$ cat config.mk
export PLATFORM = sky130hd
export DESIGN_NAME = text_escape_cursor_parser_flat
export DESIGN_NICKNAME = d
export VERILOG_FILES = /design/src/hdl/tecp_pkg.sv /design/src/hdl/tecp_if.sv /design/src/hdl/tecp_color_bank.sv /design/src/hdl/tecp_parser.sv /design/src/hdl/tecp_out_stage.sv /design/src/hdl/text_escape_cursor_parser.sv /design/src/flat_wrapper.sv
export SDC_FILE = /design/constraint.sdc
export NUM_CORES = 1
export LEC_CHECK = 0
export BUFFER_PORTS_ARGS = -buffer_cell sky130_fd_sc_hd__buf_2
export CORE_ASPECT_RATIO = 0.8
export CORE_MARGIN = 5
export CORE_UTILIZATION = 50
export CTS_CLUSTER_SIZE = 10
export DETAILED_ROUTE_END_ITERATION = 7
export PLACE_DENSITY = 0.8
export SETUP_SLACK_MARGIN = 0.2
export SYNTH_ARGS = -nofsm -noshare
export SYNTH_HDL_FRONTEND = slang
export SYNTH_SLANG_ARGS = --single-unit
$ cat constraint.sdc
create_clock -name clk -period 8 [get_ports clk]
set_clock_uncertainty 0.2 [all_clocks]
set_input_delay 0.4 -clock clk [delete_from_list [all_inputs] [get_ports clk]]
set_output_delay 0.4 -clock clk [all_outputs]
set_load 0.01 [all_outputs]
$ cat src/hdl/tecp_pkg.sv
// Package for the text escape cursor parser: glyph geometry, character codes,
// color selection codes, reset colors and the result types shared by all modules.
// No dependencies.
package tecp_pkg;

    // Glyph cell and screen geometry in pixels
    localparam int GLYPH_WIDTH   = 5;
    localparam int GLYPH_HEIGHT  = 8;
    localparam int SCREEN_WIDTH  = 96;
    localparam int SCREEN_HEIGHT = 64;

    // Cursor step after a glyph and row pitch of a row escape
    localparam int COL_STEP  = GLYPH_WIDTH + 1;
    localparam int ROW_PITCH = GLYPH_HEIGHT + 1;

    localparam int NUM_COLORS = 7;
    localparam int COLOR_W    = 16;
    localparam int CFG_IDX_W  = 3;

    // Character codes
    localparam logic [7:0] CHAR_NUL    = 8'h00;
    localparam logic [7:0] CHAR_ESC    = 8'h2F;  // slash
    localparam logic [7:0] CHAR_ROW_LO = 8'h30;  // '0'
    localparam logic [7:0] CHAR_ROW_HI = 8'h36;  // '6'
    localparam logic [7:0] CHAR_WHITE   = 8'h77; // 'w'
    localparam logic [7:0] CHAR_RED     = 8'h72; // 'r'
    localparam logic [7:0] CHAR_GREEN   = 8'h67; // 'g'
    localparam logic [7:0] CHAR_BLUE    = 8'h62; // 'b'
    localparam logic [7:0] CHAR_YELLOW  = 8'h79; // 'y'
    localparam logic [7:0] CHAR_CYAN    = 8'h63; // 'c'
    localparam logic [7:0] CHAR_MAGENTA = 8'h6D; // 'm'

    // Color selection; also the configuration register index
    typedef enum logic [CFG_IDX_W-1:0] {
        COLOR_WHITE   = 3'd0,
        COLOR_RED     = 3'd1,
        COLOR_GREEN   = 3'd2,
        COLOR_BLUE    = 3'd3,
        COLOR_YELLOW  = 3'd4,
        COLOR_CYAN    = 3'd5,
        COLOR_MAGENTA = 3'd6
    } color_sel_t;

    typedef logic [COLOR_W-1:0] color_t;

    localparam color_t COLOR_RESET [NUM_COLORS] = '{
        16'd65535, 16'd2016, 16'd31, 16'd63488, 16'd2047, 16'd63519, 16'd65504
    };

    // Escape letter lookup result
    typedef struct packed {
        logic       hit;
        color_sel_t sel;
    } color_hit_t;

    // Glyph cell produced by the parser for one printable byte
    typedef struct packed {
        logic [7:0] glyph_code;
        logic [7:0] cell_x;
        logic [7:0] cell_y;
        logic       cell_fits;
    } glyph_cell_t;

    // Full result word held in the output stage
    typedef struct packed {
        logic [7:0] glyph_code;
        color_t     glyph_color;
        logic [7:0] cell_x;
        logic [7:0] cell_y;
        logic       cell_fits;
    } result_t;

    // Map an escape letter to a color selection
    function automatic color_hit_t color_letter(input logic [7:0] ch);
        color_hit_t r;
        r.hit = 1'b1;
        case (ch)
            CHAR_WHITE:   r.sel = COLOR_WHITE;
            CHAR_RED:     r.sel = COLOR_RED;
            CHAR_GREEN:   r.sel = COLOR_GREEN;
            CHAR_BLUE:    r.sel = COLOR_BLUE;
            CHAR_YELLOW:  r.sel = COLOR_YELLOW;
            CHAR_CYAN:    r.sel = COLOR_CYAN;
            CHAR_MAGENTA: r.sel = COLOR_MAGENTA;
            default:
            begin
                r.hit = 1'b0;
                r.sel = COLOR_WHITE;
            end
        endcase
        return r;
    endfunction

endpackage

$ cat src/hdl/tecp_if.sv
// Channel interfaces of the text escape cursor parser: text input, glyph
// output and configuration write. Depends on tecp_pkg.

interface tecp_text_if;
    import tecp_pkg::*;
    logic       valid;
    logic       ready;
    logic [7:0] char_code;
    logic       start_of_text;

    modport source (output valid, output char_code, output start_of_text, input ready);
    modport sink   (input valid, input char_code, input start_of_text, output ready);
endinterface

interface tecp_glyph_if;
    import tecp_pkg::*;
    logic       valid;
    logic       ready;
    logic [7:0] glyph_code;
    color_t     glyph_color;
    logic [7:0] cell_x;
    logic [7:0] cell_y;
    logic       cell_fits;

    modport source (output valid, output glyph_code, output glyph_color, output cell_x,
                    output cell_y, output cell_fits, input ready);
    modport sink   (input valid, input glyph_code, input glyph_color, input cell_x,
                    input cell_y, input cell_fits, output ready);
endinterface

interface tecp_cfg_if;
    import tecp_pkg::*;
    logic                 valid;
    logic                 ready;
    logic [CFG_IDX_W-1:0] index;
    color_t               data;

    modport source (output valid, output index, output data, input ready);
    modport sink   (input valid, input index, input data, output ready);
endinterface

$ cat src/hdl/tecp_color_bank.sv
// Color register bank: seven 16-bit colors written over the configuration
// channel and read by the current color selection. Depends on tecp_pkg, tecp_if.
module tecp_color_bank
    import tecp_pkg::*;
(
    input  logic            clk,
    input  logic            rst_n,
    tecp_cfg_if.sink        cfg,
    input  color_sel_t      sel,
    output color_t          color
);

    color_t color_reg [NUM_COLORS];

    // Always ready for a configuration word
    assign cfg.ready = 1'b1;

    // Write the addressed register; drop indexes past the last color
    always_ff @(posedge clk or negedge rst_n)
    begin
        if (!rst_n)
        begin
            color_reg <= COLOR_RESET;
        end
        else if (cfg.valid)
        begin
            case (cfg.index)
                COLOR_WHITE:   color_reg[COLOR_WHITE]   <= cfg.data;
                COLOR_RED:     color_reg[COLOR_RED]     <= cfg.data;
                COLOR_GREEN:   color_reg[COLOR_GREEN]   <= cfg.data;
                COLOR_BLUE:    color_reg[COLOR_BLUE]    <= cfg.data;
                COLOR_YELLOW:  color_reg[COLOR_YELLOW]  <= cfg.data;
                COLOR_CYAN:    color_reg[COLOR_CYAN]    <= cfg.data;
                COLOR_MAGENTA: color_reg[COLOR_MAGENTA] <= cfg.data;
                default:       ;
            endcase
        end
    end

    // Select the current color
    always_comb
    begin
        case (sel)
            COLOR_WHITE:   color = color_reg[COLOR_WHITE];
            COLOR_RED:     color = color_reg[COLOR_RED];
            COLOR_GREEN:   color = color_reg[COLOR_GREEN];
            COLOR_BLUE:    color = color_reg[COLOR_BLUE];
            COLOR_YELLOW:  color = color_reg[COLOR_YELLOW];
            COLOR_CYAN:    color = color_reg[COLOR_CYAN];
            COLOR_MAGENTA: color = color_reg[COLOR_MAGENTA];
            default:       color = color_reg[COLOR_WHITE];
        endcase
    end

endmodule

$ cat src/hdl/tecp_parser.sv
// Escape parser and cursor state: decodes one accepted text byte per cycle, updates
// escape, color and cursor state, and forms the glyph cell. Depends on tecp_pkg.
module tecp_parser
    import tecp_pkg::*;
(
    input  logic        clk,
    input  logic        rst_n,
    input  logic        accept,
    input  logic [7:0]  char_code,
    input  logic        start_of_text,
    output logic        emit,
    output glyph_cell_t glyph_cell,
    output color_sel_t  sel
);

    logic       esc_reg, esc_next, esc_eff;
    color_sel_t sel_reg, sel_next, sel_eff;
    logic [7:0] x_reg, x_next, x_eff;
    logic [7:0] y_reg, y_next, y_eff;
    logic [2:0] row_idx;
    color_hit_t letter;
    logic [8:0] right_edge;
    logic [8:0] bottom_edge;

    // Apply start of text before the byte is handled
    assign esc_eff = start_of_text ? 1'b0 : esc_reg;
    assign sel_eff = start_of_text ? COLOR_WHITE : sel_reg;
    assign x_eff   = start_of_text ? 8'd0 : x_reg;
    assign y_eff   = start_of_text ? 8'd0 : y_reg;

    assign row_idx = 3'(char_code - CHAR_ROW_LO);
    assign letter  = color_letter(char_code);

    // Decode the byte and compute next state
    always_comb
    begin
        esc_next = esc_eff;
        sel_next = sel_eff;
        x_next   = x_eff;
        y_next   = y_eff;
        emit     = 1'b0;
        if (char_code == CHAR_NUL)
        begin
            esc_next = 1'b0;
        end
        else if (esc_eff)
        begin
            esc_next = 1'b0;
            if (char_code == CHAR_ESC)
            begin
                emit = 1'b1;
            end
            else if (char_code inside {[CHAR_ROW_LO:CHAR_ROW_HI]})
            begin
                x_next = 8'd0;
                y_next = 8'(ROW_PITCH * int'(row_idx));
            end
            else if (letter.hit)
            begin
                sel_next = letter.sel;
            end
        end
        else if (char_code == CHAR_ESC)
        begin
            esc_next = 1'b1;
        end
        else
        begin
            emit = 1'b1;
        end
        if (emit)
        begin
            x_next = x_eff + 8'(COL_STEP);
        end
    end

    // Form the glyph cell at the current cursor
    assign right_edge  = {1'b0, x_eff} + 9'(GLYPH_WIDTH);
    assign bottom_edge = {1'b0, y_eff} + 9'(GLYPH_HEIGHT);

    always_comb
    begin
        glyph_cell.glyph_code = char_code;
        glyph_cell.cell_x     = x_eff;
        glyph_cell.cell_y     = y_eff;
        glyph_cell.cell_fits  = (right_edge <= 9'(SCREEN_WIDTH))
                             && (bottom_edge <= 9'(SCREEN_HEIGHT));
    end

    assign sel = sel_eff;

    // Advance state on each accepted word
    always_ff @(posedge clk or negedge rst_n)
    begin
        if (!rst_n)
        begin
            esc_reg <= 1'b0;
            sel_reg <= COLOR_WHITE;
            x_reg   <= 8'd0;
            y_reg   <= 8'd0;
        end
        else if (accept)
        begin
            esc_reg <= esc_next;
            sel_reg <= sel_next;
            x_reg   <= x_next;
            y_reg   <= y_next;
        end
    end

endmodule

$ cat src/hdl/tecp_out_stage.sv
// Output register with a skid entry: holds results while the sink stalls and
// keeps input acceptance off the output ready path. Depends on tecp_pkg.
module tecp_out_stage
    import tecp_pkg::*;
(
    input  logic    clk,
    input  logic    rst_n,
    input  logic    load,
    input  result_t load_data,
    input  logic    out_ready,
    output logic    out_valid,
    output result_t out_data,
    output logic    space
);

    logic    out_valid_reg, out_valid_next;
    logic    skid_valid_reg, skid_valid_next;
    result_t out_data_reg, out_data_next;
    result_t skid_data_reg, skid_data_next;
    logic    out_fire;

    assign out_fire = out_valid_reg && out_ready;

    // Fill the output register first, the skid entry when it stalls
    always_comb
    begin
        out_valid_next  = out_valid_reg;
        skid_valid_next = skid_valid_reg;
        out_data_next   = out_data_reg;
        skid_data_next  = skid_data_reg;
        if (skid_valid_reg)
        begin
            if (out_fire)
            begin
                out_data_next   = skid_data_reg;
                skid_valid_next = 1'b0;
            end
        end
        else if (load && (!out_valid_reg || out_fire))
        begin
            out_data_next  = load_data;
            out_valid_next = 1'b1;
        end
        else if (load)
        begin
            skid_data_next  = load_data;
            skid_valid_next = 1'b1;
        end
        else if (out_fire)
        begin
            out_valid_next = 1'b0;
        end
    end

    always_ff @(posedge clk or negedge rst_n)
    begin
        if (!rst_n)
        begin
            out_valid_reg  <= 1'b0;
            skid_valid_reg <= 1'b0;
        end
        else
        begin
            out_valid_reg  <= out_valid_next;
            skid_valid_reg <= skid_valid_next;
        end
    end

    // Payload needs no reset
    always_ff @(posedge clk)
    begin
        out_data_reg  <= out_data_next;
        skid_data_reg <= skid_data_next;
    end

    assign out_valid = out_valid_reg;
    assign out_data  = out_data_reg;
    assign space     = !skid_valid_reg;

endmodule

$ cat src/hdl/text_escape_cursor_parser.sv
// Top level of the text escape cursor parser: parser, color bank and output
// stage. Depends on tecp_pkg, tecp_if, tecp_parser, tecp_color_bank, tecp_out_stage.
//
//  Channel    Dir  Payload                                             Accept
//  text_in    in   char_code[7:0], start_of_text                       valid & ready
//  glyph_out  out  glyph_code[7:0], glyph_color[15:0], cell_x, cell_y,
//                  cell_fits                                           valid & ready
//  cfg        in   index[2:0], data[15:0]                              valid & ready
//
// One text word per cycle while text_in.ready is high; a printable word is
// registered for glyph_out. The output register plus one skid entry lets text_in
// keep accepting into an output stall; text_in.ready drops only when both are
// full. cfg is always ready. Reset restores the colors and clears cursor, color
// choice and escape state; no clearing pass is needed.
module text_escape_cursor_parser
    import tecp_pkg::*;
(
    input  logic         clk,
    input  logic         rst_n,
    tecp_text_if.sink    text_in,
    tecp_glyph_if.source glyph_out,
    tecp_cfg_if.sink     cfg
);

    logic        accept;
    logic        emit;
    logic        load;
    logic        space;
    logic        out_valid;
    glyph_cell_t glyph_cell;
    color_sel_t  sel;
    color_t      color;
    result_t     load_data;
    result_t     out_data;

    assign text_in.ready = space;
    assign accept        = text_in.valid && space;
    assign load          = accept && emit;

    tecp_parser u_parser (
        .clk           (clk),
        .rst_n         (rst_n),
        .accept        (accept),
        .char_code     (text_in.char_code),
        .start_of_text (text_in.start_of_text),
        .emit          (emit),
        .glyph_cell    (glyph_cell),
        .sel           (sel)
    );

    tecp_color_bank u_color_bank (
        .clk   (clk),
        .rst_n (rst_n),
        .cfg   (cfg),
        .sel   (sel),
        .color (color)
    );

    // Join the cell with its color
    always_comb
    begin
        load_data.glyph_code  = glyph_cell.glyph_code;
        load_data.glyph_color = color;
        load_data.cell_x      = glyph_cell.cell_x;
        load_data.cell_y      = glyph_cell.cell_y;
        load_data.cell_fits   = glyph_cell.cell_fits;
    end

    tecp_out_stage u_out_stage (
        .clk       (clk),
        .rst_n     (rst_n),
        .load      (load),
        .load_data (load_data),
        .out_ready (glyph_out.ready),
        .out_valid (out_valid),
        .out_data  (out_data),
        .space     (space)
    );

    assign glyph_out.valid       = out_valid;
    assign glyph_out.glyph_code  = out_data.glyph_code;
    assign glyph_out.glyph_color = out_data.glyph_color;
    assign glyph_out.cell_x      = out_data.cell_x;
    assign glyph_out.cell_y      = out_data.cell_y;
    assign glyph_out.cell_fits   = out_data.cell_fits;

`ifndef SYNTHESIS
    // A full skid entry implies the output register is full
    a_skid_behind_out: assert property (@(posedge clk) disable iff (!rst_n)
        !space |-> out_valid)
        else $error("skid entry full while output register empty");

    // A terminator never yields a result
    a_nul_silent: assert property (@(posedge clk) disable iff (!rst_n)
        load |-> text_in.char_code != CHAR_NUL)
        else $error("result loaded for a terminator byte");

    // A stalled result stays presented
    a_hold_result: assert property (@(posedge clk) disable iff (!rst_n)
        out_valid && !glyph_out.ready |=> out_valid)
        else $error("result dropped while stalled");

    // After a load, the output register holds a valid result the next cycle
    a_load_shows: assert property (@(posedge clk) disable iff (!rst_n)
        load |=> out_valid)
        else $error("loaded result not presented");
`endif

endmodule
$ cat src/flat_wrapper.sv
// flat-port wrapper written by rule: the top's interface ports become plain ports
module text_escape_cursor_parser_flat import tecp_pkg::*;
  (clk, rst_n, text_in_valid, text_in_char_code, text_in_start_of_text, text_in_ready, glyph_out_valid, glyph_out_glyph_code, glyph_out_glyph_color, glyph_out_cell_x, glyph_out_cell_y, glyph_out_cell_fits, glyph_out_ready, cfg_valid, cfg_index, cfg_data, cfg_ready);
  tecp_text_if text_in_i ();
  tecp_glyph_if glyph_out_i ();
  tecp_cfg_if cfg_i ();
  input  logic clk;
  input  logic rst_n;
  input wire logic [$bits(text_in_i.valid)-1:0] text_in_valid;
  input wire logic [$bits(text_in_i.char_code)-1:0] text_in_char_code;
  input wire logic [$bits(text_in_i.start_of_text)-1:0] text_in_start_of_text;
  output wire logic [$bits(text_in_i.ready)-1:0] text_in_ready;
  output wire logic [$bits(glyph_out_i.valid)-1:0] glyph_out_valid;
  output wire logic [$bits(glyph_out_i.glyph_code)-1:0] glyph_out_glyph_code;
  output wire logic [$bits(glyph_out_i.glyph_color)-1:0] glyph_out_glyph_color;
  output wire logic [$bits(glyph_out_i.cell_x)-1:0] glyph_out_cell_x;
  output wire logic [$bits(glyph_out_i.cell_y)-1:0] glyph_out_cell_y;
  output wire logic [$bits(glyph_out_i.cell_fits)-1:0] glyph_out_cell_fits;
  input wire logic [$bits(glyph_out_i.ready)-1:0] glyph_out_ready;
  input wire logic [$bits(cfg_i.valid)-1:0] cfg_valid;
  input wire logic [$bits(cfg_i.index)-1:0] cfg_index;
  input wire logic [$bits(cfg_i.data)-1:0] cfg_data;
  output wire logic [$bits(cfg_i.ready)-1:0] cfg_ready;
  assign text_in_i.valid = text_in_valid;
  assign text_in_i.char_code = text_in_char_code;
  assign text_in_i.start_of_text = text_in_start_of_text;
  assign text_in_ready = text_in_i.ready;
  assign glyph_out_valid = glyph_out_i.valid;
  assign glyph_out_glyph_code = glyph_out_i.glyph_code;
  assign glyph_out_glyph_color = glyph_out_i.glyph_color;
  assign glyph_out_cell_x = glyph_out_i.cell_x;
  assign glyph_out_cell_y = glyph_out_i.cell_y;
  assign glyph_out_cell_fits = glyph_out_i.cell_fits;
  assign glyph_out_i.ready = glyph_out_ready;
  assign cfg_i.valid = cfg_valid;
  assign cfg_i.index = cfg_index;
  assign cfg_i.data = cfg_data;
  assign cfg_ready = cfg_i.ready;
  text_escape_cursor_parser u_core (.clk(clk), .rst_n(rst_n), .text_in(text_in_i), .glyph_out(glyph_out_i), .cfg(cfg_i));
endmodule
==> qor.yml <==
sta:
  rsz0062_at_grt: "no"
  hold_viol_final: 0
  finalMaxSlewViolations: 0
  setup_tns_ns: 0
  setup_viol: 0
  max_slew_margin: 0.215
  worstMarginPinSlew_ns: 1.17
  post-route-period-util: 0.416
  post-route-min-period_ns: 3.33
  max_freq_mhz: 301
flow_run:
  cap_violations: 0
cells_and_area:
  stdcell_area_mm2: 0.0112
  mostFrequentLayoutCells: "112 x mux2_1, 82 x edfxtp_1, 74 x buf_2, 70 x dfrtp_1, 64 x dfstp_2"
  layout.nets: 818
  final_common_cell: "mux2_1"
  final_core_util: 0.589
  area_growth_pct: 15.1
  n_antenna_cell: 0
  layoutNonFillerInstCount: 1058
  layout-drive-gt1-share: 0.273
  largest_reg_flops: 112
synthesis:
  syn_area_per_cell_um2: 14.1
  yosys_warnings: 0
  ys_async_sr_fraction: 0.620
  seq_area_frac_synth: 0.604
  synth_edf_count: 82
  synth-seq-cells: 216
  synth_top_area_frac: 0.252
  synth_top_flop_cell: "edfxtp_1"
  syn-num-nets: 728
  syn_area_mm2: 0.00976
  synth_cells: 691
  synth_top_area_cell: "edfxtp_1"
  synth_area_leaders: "edfxtp_1 25%, dfrtp_1 18%, dfstp_2 17%"
  synth_cell_types: 65
setup_path:
  worst-path-max-fanout: 34
  cp_top_family: "buffers and inverters"
  critPathRequiredTime_ns: 7.96
  timing.rr.start: "u_core.u_parser.sel_reg[2]"
  cpMaxStageDelayCell: "dlygate4sd3_1"
  worstPathArrival_ns: 3.28
  rr_endpoint: "u_core.u_out_stage.out_data[25]"
  ff2ff_setup_slack_ns: 4.77
  cp_num_buf_inv: 3
  worstPathCellList: "dlygate4sd3_1, buf_2, or3_1, nor3_1, ha_1, o31a_1, nand2_1, a21oi_4, buf_4"
  rr_worst_depth: 5
  start_kind: "input pin"
  critPathMaxStageDelay_ns: 0.54
  critical_path_class: "in -> reg"
  critPathCaptureType: "flip-flop"
grt:
  grt_overflow: 0
  grt_pass1_vias: 6169
  grt_pass1_wl_mm: 33.9
  antenna_found_initial: 0
  track_usage: 0.185
  grt_max_degree: 70
power:
  power.total_w: 0.00356
  power.internal_w: 0.00251
  power.switching_w: 0.00105
  comb_power_share: 0.240
  ir_drop_mv: 0.173
  power_frac_clock: 0.283
  pwr-share-seq: 0.477
  power.density_mw_per_mm2: 317
  switching_share: 0.296
  power.leakage_nw: 4.52
detailed_routing:
  vias: 6164
  viasPerCell: 5.83
  first_pass_iters: 5
  drt_wl_total_mm: 20.9
  drt-initial-drc-count: 389
  wire_per_inst_um: 19.7
  antenna_left: 0
  post-route-drc-count: 0
clocking:
  clockBufferDepth: 3
  cts_tree: "done"
  htreeDepth: 1
  clkSinkCount: 216
  cts-root-buf: "clkbuf_16"
  cts_resized: 0
  cts_buffers: 25
  clk_pin_slew_worst_paths_ns: 0.05
  clk_latency_ns: 0.52
min_path:
  hold_path_depth: 2
  worstHoldEndpoint: "u_core.u_color_bank.color_reg[23]"
  hp-class: "in -> reg"
  min_from: "cfg_data[7]"
placed_design:
  placedInstanceArea_mm2: 0.0104
  port_buffers: 75
  dp.cells: 995
  place.gp.congestion: 0.834
  dp_hpwl_mm: 13.2
die:
  num_rows: 45
  dieArea_mm2: 0.0224
  fp.dieH_um: 135
  die_w_um: 166
  initial_core_util: 0.512
  core_area_mm2: 0.0191
  ios: 77
status:
  status: "finished, final reports clean"
## synth_stat cells, types with 5 or more instances
master / count
a22oi_1: 20
edfxtp_1: 82
inv_1: 7
mux2i_1: 29
nor3_1: 8
mux2_1: 112
dfrtp_1: 70
nor2b_1: 19
nand2b_1: 10
buf_2: 17
o21ai_1: 8
or3_1: 6
a22o_1: 7
mux2_2: 26
nand3_1: 9
dfstp_2: 64
nor2_1: 25
clkbuf_1: 16
o32ai_1: 5
mux2_4: 10
a211o_1: 16
nand2_1: 28
o22ai_1: 11
o21ai_0: 6
a21oi_1: 6
## cell type report
type | count | area (um^2)
multi-input cells | 430 | 3670
inverters | 8 | 30.0
repair buffers | 100 | 608
clock inverters | 2 | 13.8
flip-flops and latches | 216 | 5900
fillers | 1458 | 7850
clock buffers | 44 | 697
well taps | 258 | 323
## repair_timing
action,in CTS,in global routing
hold endpoints to repair,118,0
hold buffers,17,0
setup buffers,0,0
setup endpoints to repair,0,0
## per-layer routing
layer	global-route usage	up-vias	share of wire
met2	0.278	175	0.43
li1	-	2804	-
met4	0.0459	0	0.021
met5	0	-	0
met3	0.0363	34	0.056
met1	0.279	3151	0.49
## how the worst max path moves through the flow
| stage | start | end | depth (start not counted) |
|---|---|---|---|
| 6_report | text_in_char_code[6] | u_core.u_out_stage.out_data[24] | 9 |
| 4_1_cts | text_in_char_code[6] | u_core.u_out_stage.out_data[34] | 9 |
| 3_5_place_dp | text_in_start_of_text | u_core.u_out_stage.out_data[25] | 7 |
| 2_1_floorplan | text_in_char_code[4] | u_core.u_out_stage.out_data[0] | 7 |
| 5_1_grt | text_in_char_code[6] | u_core.u_out_stage.out_data[24] | 9 |
| 3_3_place_gp | text_in_start_of_text | u_core.u_out_stage.out_data[25] | 7 |
## kinds of logic (layout without fill, tap and decap cells)
group           after synthesis  in the layout  share of synthesized area
simple gates                140            140                     0.0818
buf+inv                      45            154                     0.0222
fa+ha+maj                     4              4                    0.00513
other cells                   1              1                   0.000384
flops                       216            216                      0.604
mux                         177            177                      0.204
xor+xnor                      3              3                    0.00269
compound gates              105            105                     0.0797
## power groups by stage
stage	Clock, W	Sequential [W]	Combinational, W
global route	0.00107	0.00173	0.000931
CTS	0.00102	0.00169	0.000860
floorplan	0	0.00168	0.000591
finish	0.00101	0.00170	0.000854
global placement	0	0.00171	0.000820
detailed placement	0	0.00171	0.000849
## per-stage QoR
stage               hold WS [ns]  setup WS, ns
detailed placement         0.274          4.62
floorplan                -0.0956          3.70
global placement           0.266          4.69
global route              0.0237          4.44
finish                    0.0135          4.67
CTS                      0.00265          4.67
Note: power is estimated with default switching activity, not from simulation.
